File: src/design/obb_pkg.sv
package obb_pkg;

  // default geometry of the coordinate and axis formats
  localparam int COORD_WIDTH_DEF    = 24;
  localparam int AXIS_FRAC_BITS_DEF = 14;

endpackage

File: src/design/obb_decide.sv
module obb_decide #(
  parameter int COORD_WIDTH    = obb_pkg::COORD_WIDTH_DEF,
  parameter int AXIS_FRAC_BITS = obb_pkg::AXIS_FRAC_BITS_DEF
) (
  input  logic                                    clk,
  input  logic                                    rst,
  input  logic                                    en,
  input  logic                                    in_valid,
  input  logic [COORD_WIDTH+2*AXIS_FRAC_BITS+5:0] lhs [4],
  input  logic [COORD_WIDTH+2*AXIS_FRAC_BITS+5:0] rhs [4],
  output logic                                    out_valid,
  output logic                                    overlap
);
  import obb_pkg::*;

  logic [3:0] sep;

  // touching counts as overlap, so only a strict excess separates
  always_comb begin
    for (int i = 0; i < 4; i++) begin
      sep[i] = lhs[i] > rhs[i];
    end
  end

  always_ff @(posedge clk) begin
    if (rst) begin
      out_valid <= 1'b0;
    end else if (en) begin
      out_valid <= in_valid;
    end
  end

  always_ff @(posedge clk) begin
    if (en) begin
      overlap <= ~|sep;
    end
  end

endmodule

File: config.mk
export PLATFORM = sky130hd
export DESIGN_NAME = obb_decide
export DESIGN_NICKNAME = d
export VERILOG_FILES = /design/src/design/obb_pkg.sv /design/src/design/obb_decide.sv
export SDC_FILE = /design/constraint.sdc
export NUM_CORES = 1
export LEC_CHECK = 0
export BUFFER_PORTS_ARGS = -buffer_cell sky130_fd_sc_hd__buf_2
export CAP_MARGIN = 20
export CORE_AREA = 2 2 183 185
export DETAILED_ROUTE_END_ITERATION = 8
export DIE_AREA = 0 0 185 187
export SYNTH_ARGS = -nofsm -noshare
export SYNTH_HDL_FRONTEND = slang
export SYNTH_SLANG_ARGS = --single-unit
File: constraint.sdc
create_clock -name clk -period 6.2 [get_ports clk]
set_input_delay 0.62 -clock clk [delete_from_list [all_inputs] [get_ports clk]]
set_output_delay 0.62 -clock clk [all_outputs]
set_load 0.05 [all_outputs]
Word-level counts from Yosys, hierarchy flattened
Index checks and enable logic that the tools add are counted.
{ "classes": {"n_lt_le_gt_ge": 4, "reduce_logical": 2} }
{ "op_table": {"columns": ["cell", "n"], "rows": [
  ["> comparator 58 bit", 4],
  ["OR reduction 4 bit", 1],
  ["logical NOT 1 bit", 1]
]} }
{ "word_totals": {"in_bits": 468, "reg_bits": 2, "output_inout_bits": 2} }

Longest topological paths before layout
{ "logic_depth": {"word_depth": 3, "ltp_mapped": 9, "depth_no_buf": 9} }

Least setup slack after synthesis
OpenSTA, ideal clock, no wires.
{ "synth_path": {"kind": "input to register", "from": "input port rhs[157] in the netlist's numbering", "to": "register overlap (data pin)", "t_required_ps": 5938, "n_path_buf": 0, "slack_ps": 3704, "arrival_time_ps": 2234, "path_stages": 9, "path_cell_list": "inv_1 -> ha_1 -> nand4_1 -> nor4_2 -> nand3_1 -> or4_1 -> o22ai_1 -> o21ba_1 -> nor4b_2"} }
{ "synth_via": {"elab_chain_len": 3} }
{ "synth_lines": {"columns": ["element", "line_no", "source"], "rows": [
  ["start, declared", "obb_decide.sv:10", "input logic [COORD_WIDTH+2*AXIS_FRAC_BITS+5:0] rhs [4],"],
  ["> comparator 58 bit", "obb_decide.sv:21", "sep[i] = lhs[i] > rhs[i];"],
  ["OR reduction 4 bit", "obb_decide.sv:35", "overlap <= ~|sep;"],
  ["logical NOT 1 bit", "obb_decide.sv:35", null],
  ["end signal, assigned", "obb_decide.sv:35", null],
  ["end, declared", "obb_decide.sv:12", "output logic overlap"]
]} }
Every way passes these cells.
A chain may end at the register's enable or synchronous reset.

Worst setup path after layout
{ "layout_path": {"from": "input port rhs[83] in the netlist's numbering", "to": "register overlap (data pin)"} }
Same word-level chain as after synthesis.

==> run metrics <==
fmax 359 MHz; Cells after Synth 845; port bufs 469; Post-synth top flop edfxtp_1; Die H 187 um; syn_nets 1545; via-per-instance ratio 4.22; First DRT Iteration DRCs 174; warnings from Yosys 0; setup TNS 0 ns; Total GRT Usage 13.0%; switching power 0.273 mW; layout cells sized above 1 36.4%; post-synthesis cell type count 48; # resized after CTS 0; total CTS buffers 3; vias in the first global route 7374; Tmin final 2.78 ns; Clock Latency Late Sink 0.22 ns; clk root buf clkbuf_16; Slew HR 56.5%; top post-synthesis cells by count 238 x inv_1, 232 x ha_1, 89 x a21oi_1, 57 x nand2_1, 41 x nand4_1; Post-synth EDFFs 1; synthesized area 5950 um^2; combinational share of power 80.9%; Worst path slowest cell nor4_1; Final Core Density 27.2%; Critical Path RT 6.25 ns; critical path peak fanout 3; drt pass-1 iters 4; Hold Buf Count CTS 0; initial antenna violation count 0; antenna-violating nets left 0; die area 34600 um^2; MaxCap Viol Count 0; Initial Util 18.1%; Startpoint Class input port; worst slew pin tran 0.636 ns; Synth async-reset ratio 0%; Layout Area Growth over Synthesis 50.2%; internal power 0.353 mW; Inst Count DP 1762; dpl hpwl 23100 um; largest net degree at the start of global routing 5; final worst path period share 44.9%; post-route cell area 8940 um^2; first-pass GRT wire length 35300 um; ANT cells 0; GP Congestion 0.877; Reg clk slew, reported paths 0.03 ns; worst stage delay on the critical path 0.48 ns; depth of the CTS H-tree 1; status finished, final reports clean; Die Wd 185 um; post-synthesis sequential area ratio 0.841%; CP arrival 2.83 ns; via count 7458; endpoints failing setup 0; register area 50.0 um^2; Power Density 70.0 nW/um^2; crit path kind input port to flop; Setup Skew 0 ns; Avg Cell Area, Syn 7.05 um^2; Nets 2019; Fill cells 3698; final wirelength 24000 um; peak supply drop 0.0000519 V; DRC Markers 0; clk buf depth 2; FP Rows 67; largest cells by area after synthesis ha_1 49%, inv_1 15%, a21oi_1 7.5%, nand4_1 4.3%, nand2_1 3.6%; RSZ-0062 raised after global routing no; I/O pins 470; CTS tree built; final non-filler cell total 1766; DR WL/cell 13.6 um; area leader, netlist ha_1; core footprint 32900 um^2; multi-input combinational cell area 5010 um^2; Hold WC Path Type flop to flop; Synth Register Bits 2; Seq pwr share 2.5%; count leader, synth inv_1; Max Slew Vio Count 0; Switching Share 43.6%; Area after DPL 8860 um^2; post-synth top area share 48.8%; grt total ovfl 0; worst path cell trace buf_2 -> inv_1 -> ha_1 -> nand4_1 -> nor4_1 -> nand3_1 -> o31ai_1 -> o211ai_1 -> nor4b_2; Post-CTS Setup Bufs 0; CP endpoint kind flop; CTS Sinks 2; leakage 5.63 nW; final hold violation count 0; clock group share of total power 16.6%
worst max-delay path, delay by kind of cell:
kind / cells / cell delay, ns
fa+ha+maj: 1 / 0.31
buf+inv: 2 / 0.13
simple gates: 4 / 1.21
compound gates: 2 / 0.58
cells by family (layout without fill, tap and decap cells):
kind of cell	count (synthesis)	count (layout)	synth area share, %
muxes	1	1	0.168
buffers and inverters	238	711	15.0
and+or+nand+nor	187	187	16.5
AOI/OAI and AO/OA	185	185	18.7
adders and majority gates	232	232	48.8
DFF	2	2	0.841
area by class of cell:
type                            count  area share, %
Multi-Input combinational cell    605           56.0
Clock buffer                        4          0.882
Inverter                          238           9.99
Tap cell                          448           6.27
Sequential cell                     2          0.560
Timing Repair Buffer              469           26.3
routing by layer:
layer,share of wire [%],vias to the layer above,global-route usage (%)
li1,-,3883,-
met1,38,3237,13.6
met2,51,310,25.5
met3,7.9,28,2.51
met4,3.0,0,4.24
met5,0,-,0
placed cells by master, fill, tap and decap left out, types with 2 or more instances in the layout:
cell,count
o22ai_1,2
o211ai_1,4
nor2_1,21
clkbuf_16,3
o21ai_0,31
a21o_1,19
nand2_1,57
a221oi_1,4
and4_1,4
o31ai_1,4
o21ai_1,2
nor2b_1,5
nand2b_1,4
a221o_1,3
ha_1,232
buf_2,469
a211oi_1,12
nor4_1,3
inv_1,238
a21oi_1,89
nand3_1,25
nor4_2,4
nand4_1,41
nor3_1,14
a31oi_1,2
flip-flops by register name, indices dropped and copies added, names as in the netlist:
name and cells:
overlap 1, out_valid 1
worst paths after layout:
path	startpoint	end	slack, ns	cells after the start
worst min register to register	out_valid	out_valid	0.48	2
worst min-delay path	out_valid	out_valid	0.48	2
worst max register to register	out_valid	out_valid	5.63	2
worst max-delay path	rhs[83]	overlap	3.42	9
power by group through the flow:
stage	Sequential (mW)	Clock [mW]	Combinational (mW)
after floorplan	0.0196	0	0.260
after global placement	0.0161	0	0.500
after detailed placement	0.0161	0	0.511
after CTS	0.0159	0.107	0.515
after global routing	0.0160	0.107	0.584
final	0.0159	0.104	0.506
per-stage QoR:
step	hold WS [ns]	total power, mW	setup WS (ns)
after floorplan	0.692	0.280	3.70
after global placement	0.466	0.516	3.11
after detailed placement	0.478	0.527	3.08
after CTS	0.488	0.638	3.31
after global routing	0.544	0.707	3.20
final	0.479	0.626	3.42
Note: power is estimated with default switching activity, not from simulation.
